==> config.mk <==
export PLATFORM = sky130hd
export DESIGN_NAME = touch_slot_tracker
export DESIGN_NICKNAME = d
export VERILOG_FILES = /design/src/design/tst_pkg.sv /design/src/design/tst_map.sv /design/src/design/tst_cell.sv /design/src/design/touch_slot_tracker.sv
export VERILOG_INCLUDE_DIRS = /design/src /design/src/design
export SDC_FILE = /design/constraint.sdc
export NUM_CORES = 1
export LEC_CHECK = 0
export ABC_CLOCK_PERIOD_IN_PS = 6200
export BUFFER_PORTS_ARGS = -buffer_cell sky130_fd_sc_hd__buf_2
export CAP_MARGIN = 20
export CORE_UTILIZATION = 25
export CTS_BUF_LIST = sky130_fd_sc_hd__clkbuf_4 sky130_fd_sc_hd__clkbuf_8 sky130_fd_sc_hd__clkbuf_16
export DETAILED_ROUTE_END_ITERATION = 16
export GPL_TIMING_DRIVEN = 0
export SLEW_MARGIN = 20
export SYNTH_ARGS = -nofsm -noshare
export SYNTH_HDL_FRONTEND = slang
export SYNTH_HIERARCHICAL = 1
export SYNTH_SLANG_ARGS = --single-unit
==> constraint.sdc <==
create_clock -name clk -period 6.2 [get_ports clk]
set_input_delay 1.24 -clock clk [delete_from_list [all_inputs] [get_ports clk]]
set_output_delay 1.24 -clock clk [all_outputs]
set_load 0.05 [all_outputs]
==> src/design/touch_slot_tracker_macros.svh <==
`ifndef TOUCH_SLOT_TRACKER_MACROS_SVH
`define TOUCH_SLOT_TRACKER_MACROS_SVH

// Same-cycle implication, sampled on clk, off during reset.
`define TST_ASSERT_NOW(lbl, ante, cons) \
  lbl: assert property (@(posedge clk) disable iff (rst) (ante) |-> (cons)) \
    else $error("touch_slot_tracker: check failed");

// Next-cycle implication, sampled on clk, off during reset.
`define TST_ASSERT_NEXT(lbl, ante, cons) \
  lbl: assert property (@(posedge clk) disable iff (rst) (ante) |=> (cons)) \
    else $error("touch_slot_tracker: check failed");

`endif

==> src/design/tst_pkg.sv <==
`timescale 1ns / 1ps

package tst_pkg;

  localparam int DEF_MAX_POINTS = 2;
  localparam int FRAME_POINTS   = 2;   // point records carried in one frame
  localparam int SLOT_W         = 1;
  localparam int OWNER_W        = 5;
  localparam int ID_W           = 4;
  localparam int STATE_W        = 2;
  localparam int COORD_W        = 12;
  localparam int COUNT_W        = 4;
  localparam int EVT_SHIFT      = 6;

  localparam logic [OWNER_W-1:0] SLOT_FREE = 5'd16;
  localparam logic [1:0]         EVT_MASK  = 2'd3;

  // touch states as reported downstream
  localparam logic [STATE_W-1:0] ST_OFF    = 2'd0;
  localparam logic [STATE_W-1:0] ST_ON     = 2'd1;
  localparam logic [STATE_W-1:0] ST_REPEAT = 2'd2;

  // controller event codes
  localparam logic [1:0] EVT_DOWN    = 2'd0;
  localparam logic [1:0] EVT_UP      = 2'd1;
  localparam logic [1:0] EVT_CONTACT = 2'd2;
  localparam logic [1:0] EVT_NONE    = 2'd3;

  typedef struct packed {
    logic [7:0] touch_status;
    logic [7:0] p0_x_high;
    logic [7:0] p0_x_low;
    logic [7:0] p0_y_high;
    logic [7:0] p0_y_low;
    logic [7:0] p1_x_high;
    logic [7:0] p1_x_low;
    logic [7:0] p1_y_high;
    logic [7:0] p1_y_low;
  } frame_t;

  typedef struct packed {
    logic [SLOT_W-1:0]  event_slot;
    logic [STATE_W-1:0] event_state;
    logic [COORD_W-1:0] event_x;
    logic [COORD_W-1:0] event_y;
    logic               last_event;
  } evt_t;

  typedef struct packed {
    logic [ID_W-1:0]    id;
    logic [STATE_W-1:0] st;
    logic [COORD_W-1:0] x;
    logic [COORD_W-1:0] y;
  } point_t;

  // per-slot outcome of one frame, handed from the mapper to a cell
  typedef struct packed {
    logic [OWNER_W-1:0] owner;
    logic [STATE_W-1:0] st;
    logic [COORD_W-1:0] x;
    logic [COORD_W-1:0] y;
  } slot_upd_t;

  typedef struct packed {
    logic valid;
    evt_t evt;
  } entry_t;

  function automatic logic [STATE_W-1:0] decode_state(input logic [1:0] code);
    logic [STATE_W-1:0] st;
    unique case (code) inside
      EVT_DOWN:         st = ST_ON;
      EVT_CONTACT:      st = ST_REPEAT;
      EVT_UP, EVT_NONE: st = ST_OFF;
      default:          st = ST_OFF;
    endcase
    return st;
  endfunction

  function automatic point_t decode_point(input logic [7:0] xh, input logic [7:0] xl,
                                         input logic [7:0] yh, input logic [7:0] yl);
    point_t pt;
    pt.id = yh[7:4];
    pt.st = decode_state(xh[EVT_SHIFT +: 2] & EVT_MASK);
    pt.x  = {xh[3:0], xl};
    pt.y  = {yh[3:0], yl};
    return pt;
  endfunction

endpackage

==> src/design/tst_map.sv <==
`timescale 1ns / 1ps

module tst_map import tst_pkg::*; #(
  parameter int MAX_POINTS = DEF_MAX_POINTS
) (
  input  frame_t             frame,
  input  logic [OWNER_W-1:0] owners [MAX_POINTS],
  output slot_upd_t          upd    [MAX_POINTS]
);

  point_t             pts  [FRAME_POINTS];
  logic [OWNER_W-1:0] own  [MAX_POINTS];
  logic               seen [MAX_POINTS];
  logic               hit;
  logic [SLOT_W-1:0]  s;
  logic [COUNT_W-1:0] cnt;

  assign pts[0] = decode_point(frame.p0_x_high, frame.p0_x_low,
                               frame.p0_y_high, frame.p0_y_low);
  assign pts[1] = decode_point(frame.p1_x_high, frame.p1_x_low,
                               frame.p1_y_high, frame.p1_y_low);
  assign cnt = frame.touch_status[COUNT_W-1:0];

  // points are taken in order; a later point to the same slot wins
  always_comb begin
    hit = 1'b0;
    s   = '0;
    for (int i = 0; i < MAX_POINTS; i++) begin
      own[i]       = owners[i];
      seen[i]      = 1'b0;
      upd[i].owner = owners[i];
      upd[i].st    = ST_OFF;
      upd[i].x     = '0;
      upd[i].y     = '0;
    end
    for (int p = 0; p < MAX_POINTS; p++) begin
      if (COUNT_W'(p) < cnt) begin
        hit = 1'b0;
        s   = '0;
        for (int i = 0; i < MAX_POINTS; i++) begin
          if (!hit && own[i] == {1'b0, pts[p].id}) begin
            hit = 1'b1;
            s   = SLOT_W'(i);
          end
        end
        for (int i = 0; i < MAX_POINTS; i++) begin
          if (!hit && own[i] == SLOT_FREE) begin
            hit    = 1'b1;
            s      = SLOT_W'(i);
            own[i] = {1'b0, pts[p].id};
          end
        end
        // no free slot: falls to slot 0 with s still zero
        seen[s]  = 1'b1;
        upd[s].st = pts[p].st;
        upd[s].x  = pts[p].x;
        upd[s].y  = pts[p].y;
      end
    end
    for (int i = 0; i < MAX_POINTS; i++) begin
      upd[i].owner = seen[i] ? own[i] : SLOT_FREE;
    end
  end

endmodule

==> src/design/tst_cell.sv <==
`timescale 1ns / 1ps

module tst_cell import tst_pkg::*; #(
  parameter int SLOT = 0
) (
  input  logic               clk,
  input  logic               rst,
  input  logic               load,
  input  logic               shift,
  input  slot_upd_t          upd,
  input  entry_t             entry_in,
  input  logic               later_in,
  input  logic               busy_in,
  output entry_t             entry_out,
  output logic               later_out,
  output logic               busy_out,
  output logic [OWNER_W-1:0] owner
);

  logic [STATE_W-1:0] sent_state;
  logic [COORD_W-1:0] sent_x;
  logic [COORD_W-1:0] sent_y;
  logic               a_valid;
  logic               b_valid;
  evt_t               a_evt;
  evt_t               b_evt;

  logic changed;
  logic synth;
  evt_t main_evt;
  evt_t on_evt;

  assign changed = (upd.st != sent_state) || (upd.x != sent_x) || (upd.y != sent_y);
  // off -> repeat gets an on event first
  assign synth   = changed && (sent_state == ST_OFF) && (upd.st == ST_REPEAT);

  assign main_evt = '{event_slot:  SLOT_W'(SLOT),
                      event_state: upd.st,
                      event_x:     upd.x,
                      event_y:     upd.y,
                      last_event:  !later_in};
  assign on_evt   = '{event_slot:  SLOT_W'(SLOT),
                      event_state: ST_ON,
                      event_x:     upd.x,
                      event_y:     upd.y,
                      last_event:  1'b0};

  assign later_out = changed || later_in;
  // anything queued behind this cell's front entry
  assign busy_out  = b_valid || entry_in.valid || busy_in;
  assign entry_out = '{valid: a_valid, evt: a_evt};

  always_ff @(posedge clk) begin
    if (rst) begin
      owner      <= SLOT_FREE;
      sent_state <= ST_OFF;
      sent_x     <= '0;
      sent_y     <= '0;
      a_valid    <= 1'b0;
      b_valid    <= 1'b0;
    end else if (load) begin
      owner <= upd.owner;
      if (changed) begin
        sent_state <= upd.st;
        sent_x     <= upd.x;
        sent_y     <= upd.y;
      end
      a_valid <= changed;
      b_valid <= synth;
    end else if (shift) begin
      a_valid <= b_valid;
      b_valid <= entry_in.valid;
    end
  end

  always_ff @(posedge clk) begin
    if (load) begin
      a_evt <= synth ? on_evt : main_evt;
      b_evt <= main_evt;
    end else if (shift) begin
      a_evt <= b_evt;
      b_evt <= entry_in.evt;
    end
  end

endmodule

==> src/design/touch_slot_tracker.sv <==
`timescale 1ns / 1ps

// Two-slot touch tracker. Each request is one raw controller frame (status
// byte plus two four-byte point records); the block maps track IDs onto
// persistent slots, frees slots not reported, and emits one event per slot
// whose state or position changed, in slot order, with an on event put in
// front when a slot goes straight from off to repeat. last_event marks the
// final event of a frame; a frame with no change emits nothing. Slot state
// is updated as the frame is taken, and its events are loaded into a shift
// line of two entries per slot that moves one entry a cycle toward the
// output register unless the output stalls. The next frame is taken as
// soon as the entries still waiting behind the head are gone; a stalled
// output holds the line and therefore the next frame.

`include "touch_slot_tracker_macros.svh"

module touch_slot_tracker import tst_pkg::*; #(
  parameter int MAX_POINTS = DEF_MAX_POINTS
) (
  input  logic   clk,
  input  logic   rst,
  input  logic   frame_valid,
  output logic   frame_stall,
  input  frame_t frame,
  output logic   evt_valid,
  input  logic   evt_stall,
  output evt_t   evt
);

  logic [OWNER_W-1:0] owners [MAX_POINTS];
  slot_upd_t          upd    [MAX_POINTS];

  // chains run from the far cell toward cell 0; index MAX_POINTS is the tie-off
  // busy_chain[i]: something queued behind the front entry of cell i
  entry_t entry_chain [MAX_POINTS+1];
  logic   later_chain [MAX_POINTS+1];
  logic   busy_chain  [MAX_POINTS+1];

  logic accept;
  logic take;
  logic shift;

  tst_map #(
    .MAX_POINTS(MAX_POINTS)
  ) u_map (
    .frame (frame),
    .owners(owners),
    .upd   (upd)
  );

  assign entry_chain[MAX_POINTS] = '0;
  assign later_chain[MAX_POINTS] = 1'b0;
  assign busy_chain[MAX_POINTS]  = 1'b0;

  for (genvar i = 0; i < MAX_POINTS; i++) begin : g_cell
    tst_cell #(
      .SLOT(i)
    ) u_cell (
      .clk      (clk),
      .rst      (rst),
      .load     (accept),
      .shift    (shift),
      .upd      (upd[i]),
      .entry_in (entry_chain[i+1]),
      .later_in (later_chain[i+1]),
      .busy_in  (busy_chain[i+1]),
      .entry_out(entry_chain[i]),
      .later_out(later_chain[i]),
      .busy_out (busy_chain[i]),
      .owner    (owners[i])
    );
  end

  // head entry moves into the output register when that register frees up
  assign take  = entry_chain[0].valid && (!evt_valid || !evt_stall);
  // an empty head is a bubble: skip it
  assign shift = !entry_chain[0].valid || take;

  // take a new frame only when the line will be empty after this cycle
  assign frame_stall = busy_chain[0] || (entry_chain[0].valid && !take);
  assign accept      = frame_valid && !frame_stall;

  always_ff @(posedge clk) begin
    if (rst) begin
      evt_valid <= 1'b0;
    end else if (!evt_valid || !evt_stall) begin
      evt_valid <= entry_chain[0].valid;
    end
  end

  always_ff @(posedge clk) begin
    if (!evt_valid || !evt_stall) begin
      evt <= entry_chain[0].evt;
    end
  end

  // only the three defined touch states go out
  `TST_ASSERT_NOW(a_state_legal, evt_valid,
    evt.event_state == ST_OFF || evt.event_state == ST_ON || evt.event_state == ST_REPEAT)

  // a frame's later events are still queued while an earlier one is shown
  `TST_ASSERT_NOW(a_more_follow, evt_valid && !evt.last_event,
    entry_chain[0].valid || busy_chain[0])

  // a taken frame leaves nothing of the previous one in the line
  `TST_ASSERT_NEXT(a_clean_load, accept && !evt_valid,
    evt_valid == $past(entry_chain[0].valid))

  for (genvar i = 0; i < MAX_POINTS; i++) begin : g_chk
    // an owner is either an ID or the free marker
    `TST_ASSERT_NOW(a_owner_legal, owners[i][OWNER_W-1], owners[i] == SLOT_FREE)
  end

endmodule

# Word level (Yosys, flattened, before mapping)
# Cells that the tools add are included.
totals:
  register_bits: 206
  in_bits: 76
  output_inout_bits: 30
op_classes:
  n_lt_le_gt_ge: 6
  n_eq_ne: 18
  n_mux: 74
  n_bitwise: 3
  n_reduce_logical: 43
ops:
  columns: ["op", "count"]
  rows:
  - ["62-bit bitwise mux", 6]
  - ["31-bit demux with 1-bit select", 6]
  - ["27-bit 2-to-1 mux", 6]
  - ["28-bit 2-to-1 mux", 4]
  - ["62-bit 2-to-1 mux", 1]
  - ["57-bit 2-to-1 mux", 1]
  - ["26-bit 2-to-1 mux", 2]
  - ["24-bit 2-to-1 mux", 2]
  - ["12-bit inequality test", 4]
  - ["1-bit 2-to-1 mux", 30]
  - ["5-bit 2-to-1 mux", 6]
  - ["12-bit 2-to-1 mux", 2]
  - ["5-bit by 4-bit equality test with 1-bit output", 4]
  - ["5-bit equality test, second input constant", 4]
  - ["10-bit 2-to-1 mux", 2]
  - ["1-bit logical AND", 15]
  - ["1-bit logical NOT", 12]
  - ["1-bit logical OR", 9]
  - ["2-bit equality test, second input constant", 4]
  - ["2-bit logical NOT", 4]
  - ["1-bit by 4-bit less-than comparator with 1-bit output, first input constant", 2]
  - ["2-bit case mux with 2 select lines", 2]
  - ["2-bit greater-or-equal comparator, second input constant", 2]
  - ["2-bit by 1-bit less-than comparator with 1-bit output, second input constant", 2]
  - ["7 further kinds", 12]

# Longest topological paths before layout
depth:
  word_depth: 46
  ltp_mapped: 17
  ltp_nobuf: 13

# Cells and area by module
# The synthesis kept the hierarchy.
by_module_without_submodules:
  columns: ["module", "n_inst", "cells_each", "area_per_inst_um2"]
  rows:
  - ["tst_cell (g_cell[1].u_cell)", 1, 418, 4361.7]
  - ["tst_cell (g_cell[0].u_cell)", 1, 418, 4346.7]
  - ["tst_map", 1, 264, 1677.9]
  - ["touch_slot_tracker", 1, 36, 902.1]

# Worst setup path before layout
# No wires, ideal clock.
synth_path:
  path_kind: "input to register"
  start: "input frame[47] (netlist name)"
  end: "register g_cell[0].u_cell/b_evt[0] (netlist name) (data pin)"
  setup_time_ns: 0.148
  t_arrival_ns: 4.598
  t_required_ns: 6.052
  setup_slack_ns: 1.454
  path_stages: 15
  n_path_buf: 2
  cell_sequence: "buf_2 xor2_1 nor3_2 a21oi_2 a31oi_1 a2111oi_2 a21oi_1 nor3_4 buf_6 mux2i_1 xor2_1 nor4_4 nand3_4 or3_1 mux2i_1"
synth_rtl:
  columns: ["element", "line_no", "rtl"]
  rows:
  - ["start, declared", "touch_slot_tracker.sv:24", "input frame_t frame,"]
  - ["end signal, assigned", "tst_cell.sv:79", "b_evt <= main_evt;"]
  - ["end signal, assigned", "tst_cell.sv:82", "b_evt <= entry_in.evt;"]
  - ["end, declared", "tst_cell.sv:26", "evt_t b_evt;"]

==> results.sh <==
export IMPL_drc_errors=0
export IMPL_whs_ns=0.4163
export IMPL_grtUsageTotal_pct=14.34
export IMPL_start_util_pct=25.46
export IMPL_via_count=8808
export IMPL_ant_nets=0
export IMPL_critical_path_endpoint_type="register"
export IMPL_worstReg2RegEnd="g_cell[0].u_cell/entry_out[0]"
export IMPL_multi_input_area_um2=4945
export IMPL_postCtsResizedCells=0
export IMPL_clock_sinks=207
export IMPL_fmax_mhz=180.7
export IMPL_rrSetupSlack_ns=1.03
export IMPL_whs_endpoint="evt[23]"
export IMPL_path_class="primary input to register"
export IMPL_grt_pass1_vias=8674
export IMPL_cp_max_fo=10
export IMPL_skew_ns=0.02085
export IMPL_min_period_over_period_pct=89.24
export IMPL_switching_share_pct=31.75
export IMPL_io_pins=106
export IMPL_dpl_hpwl_mm=25.45
export IMPL_rows=77
export IMPL_grt_overflow=0
export IMPL_routed_wl_mm=33.85
export IMPL_hp_class="register to register"
export IMPL_synth_avg_cell_area_um2=9.940
export IMPL_outcome="finished clean"
export IMPL_drt_iter0_markers=664
export IMPL_crit_arrival_ns=5.88
export IMPL_netlist_instances=1135
export IMPL_drv_slew=0
export IMPL_min_period_ns=5.533
export IMPL_cts_root_buffer="clkbuf_16"
export IMPL_htreeDepth=1
export IMPL_nets=1363
export IMPL_worstMarginPinSlew_ns=0.8608
export IMPL_crit_top_cell="xor2_1"
export IMPL_r2r_start="g_cell[0].u_cell/owner[0]"
export IMPL_leakage_nw=5.633
export IMPL_portBuffers=94
export IMPL_gp_congestion=0.9552
export IMPL_max_slew_margin_pct=41.87
export IMPL_power_switching_mw=1.219
export IMPL_cts_hold_fix_buffers=0
export IMPL_setup_worst_path_start_class="primary input"
export IMPL_grt_max_degree=56
export IMPL_antenna_cells=0
export IMPL_cts_tree="yes"
export IMPL_whs_path_depth=0
export IMPL_clk_pin_slew_worst_paths_ns=0.06
export IMPL_layout_drive_gt1_share_pct=14.80
export IMPL_die_w_um=214.4
export IMPL_dieHeight_um=214.4
export IMPL_clockBufferDepth=3
export IMPL_maxCapViolCount=0
export IMPL_setup_violations=0
export IMPL_crit_path_top_delay_cell="a2111oi_2"
export IMPL_critPathRequiredTime_ns=6.55
export IMPL_grt_pass1_wl_mm=51.65
export IMPL_cp_cell_sequence="buf_2 -> xor2_1 -> nor2_1 -> a21oi_2 -> a31oi_1 -> a2111oi_2 -> a21oi_1 -> nor3_4 -> buf_6 -> mux2i_1 -> xor2_1 -> nor4_2 -> nand4_1 -> or3_1 -> o22ai_1"
export IMPL_netlist_area_um2=11280
export IMPL_power_internal_mw=2.619
export IMPL_antenna_found_initial=3
export IMPL_seq_area_um2=5525
export IMPL_max_stage_delay_ns=0.55
export IMPL_clk_latency_ns=0.53
export IMPL_cts_setup_buffers=0
export IMPL_num_fill_cells=4652
export IMPL_coreArea_um2=44320
export IMPL_dieArea_um2=45980
export IMPL_hold_viol=0
export IMPL_combPwrFrac_pct=23.0
export IMPL_wire_per_inst_um=17.85
export IMPL_grt_setup_unrepaired="no"
export IMPL_powerDensity_nw_per_um2=287.9
export IMPL_areaGrowthSynthToFinish_pct=18.13
export IMPL_tns_ns=0
export IMPL_numCtsBuffers=23
export IMPL_p_clk_share_pct=33.5
export IMPL_vias_per_cell=4.646
export IMPL_r2r_worst_path_cells=14
export IMPL_ir_drop_mv=0.1444
export IMPL_holdCritStartpoint="g_cell[0].u_cell/entry_out[23]"
export IMPL_firstDrtPassIters=7
export IMPL_seq_power_share_pct=43.5
export IMPL_ys_warn_count=6
## layout make-up
class | count | share of cell area (%)
multi-input combinational | 749 | 37.10
clock buffer | 29 | 4.656
inverter | 138 | 3.887
tap | 592 | 5.558
clock inverter | 13 | 0.6196
buffer | 74 | 3.192
timing repair buffer | 94 | 3.530
sequential | 207 | 41.46
## metrics by stage
| step | cells | setup WS, ns | power [mW] | instance area [µm²] | utilization (%) |
|---|---|---|---|---|---|
| detailed placement | 1854 | 0.3360 | 2.573 | 12620 | 28.49 |
| finish | 1896 | 0.6674 | 3.838 | 13330 | 30.07 |
| floorplan | 1168 | 1.468 | 2.307 | 11410 | - |
| global route | 1896 | 0.5142 | 3.997 | 13330 | 30.07 |
| CTS | 1896 | 0.8586 | 3.867 | 13330 | 30.07 |
| global placement | 1854 | 0.2312 | 2.564 | 12620 | 28.47 |
## state kept, by name, summed over array words and instances, names as in the netlist
register                  flops
g_cell.u_cell/b_evt          56
g_cell.u_cell/entry_out      56
evt                          28
g_cell.u_cell/sent_x         24
g_cell.u_cell/sent_y         24
g_cell.u_cell/owner          10
g_cell.u_cell/sent_state      4
g_cell.u_cell/a_valid         2
g_cell.u_cell/b_valid         2
evt_valid                     1
## placed cells by master, fill, tap and decap left out, drive strengths merged, types with 14 or more instances in the layout
master,n
conb,34
a41oi,52
dfxtp,69
xor2,57
mux2i,65
nor2b,121
o21ai,104
nand3,14
clkbuf,69
nand2,116
nor2,28
buf,128
edfxtp,138
inv,140
o31ai,53
nor4,15
## power by group through the flow
| stage | Combinational [mW] | Clock (mW) | Sequential, mW |
|---|---|---|---|
| after global routing | 0.940 | 1.37 | 1.69 |
| after floorplan | 0.509 | 0 | 1.80 |
| final | 0.883 | 1.28 | 1.67 |
| after global placement | 0.867 | 0 | 1.70 |
| after detailed placement | 0.871 | 0 | 1.70 |
| after CTS | 0.875 | 1.32 | 1.67 |
## worst max-delay path: cells and delay by family
kind | cells | cell delay (ns)
AND/OR/NAND/NOR | 5 | 1.69
multiplexers | 1 | 0.47
AO/OA/AOI/OAI | 5 | 1.60
XOR/XNOR | 2 | 0.43
buffers and inverters | 2 | 0.44
## worst max path at each step
stage / slack, ns / to / cells after the start / start
after detailed placement: 0.34 / g_cell[0].u_cell/entry_out[0] / 15 / frame[44]
after floorplan: 1.47 / g_cell[0].u_cell/b_evt[0] / 15 / frame[47]
after global placement: 0.23 / g_cell[0].u_cell/sent_y[3] / 15 / frame[67]
final: 0.67 / g_cell[0].u_cell/entry_out[0] / 15 / frame[44]
after global routing: 0.51 / g_cell[0].u_cell/sent_x[5] / 17 / frame[44]
after CTS: 0.86 / g_cell[0].u_cell/entry_out[0] / 15 / frame[44]
## metal layers
metal  vias to the layer above  GRT usage [%]  share of wire (%)
li1                       4277              -                  -
met1                      4232          17.65                 42
met2                       232          25.03                 49
met3                        63          1.688                4.2
met4                         4          6.500                4.3
met5                         -              0              0.059
(Power assumes the default switching activity.)
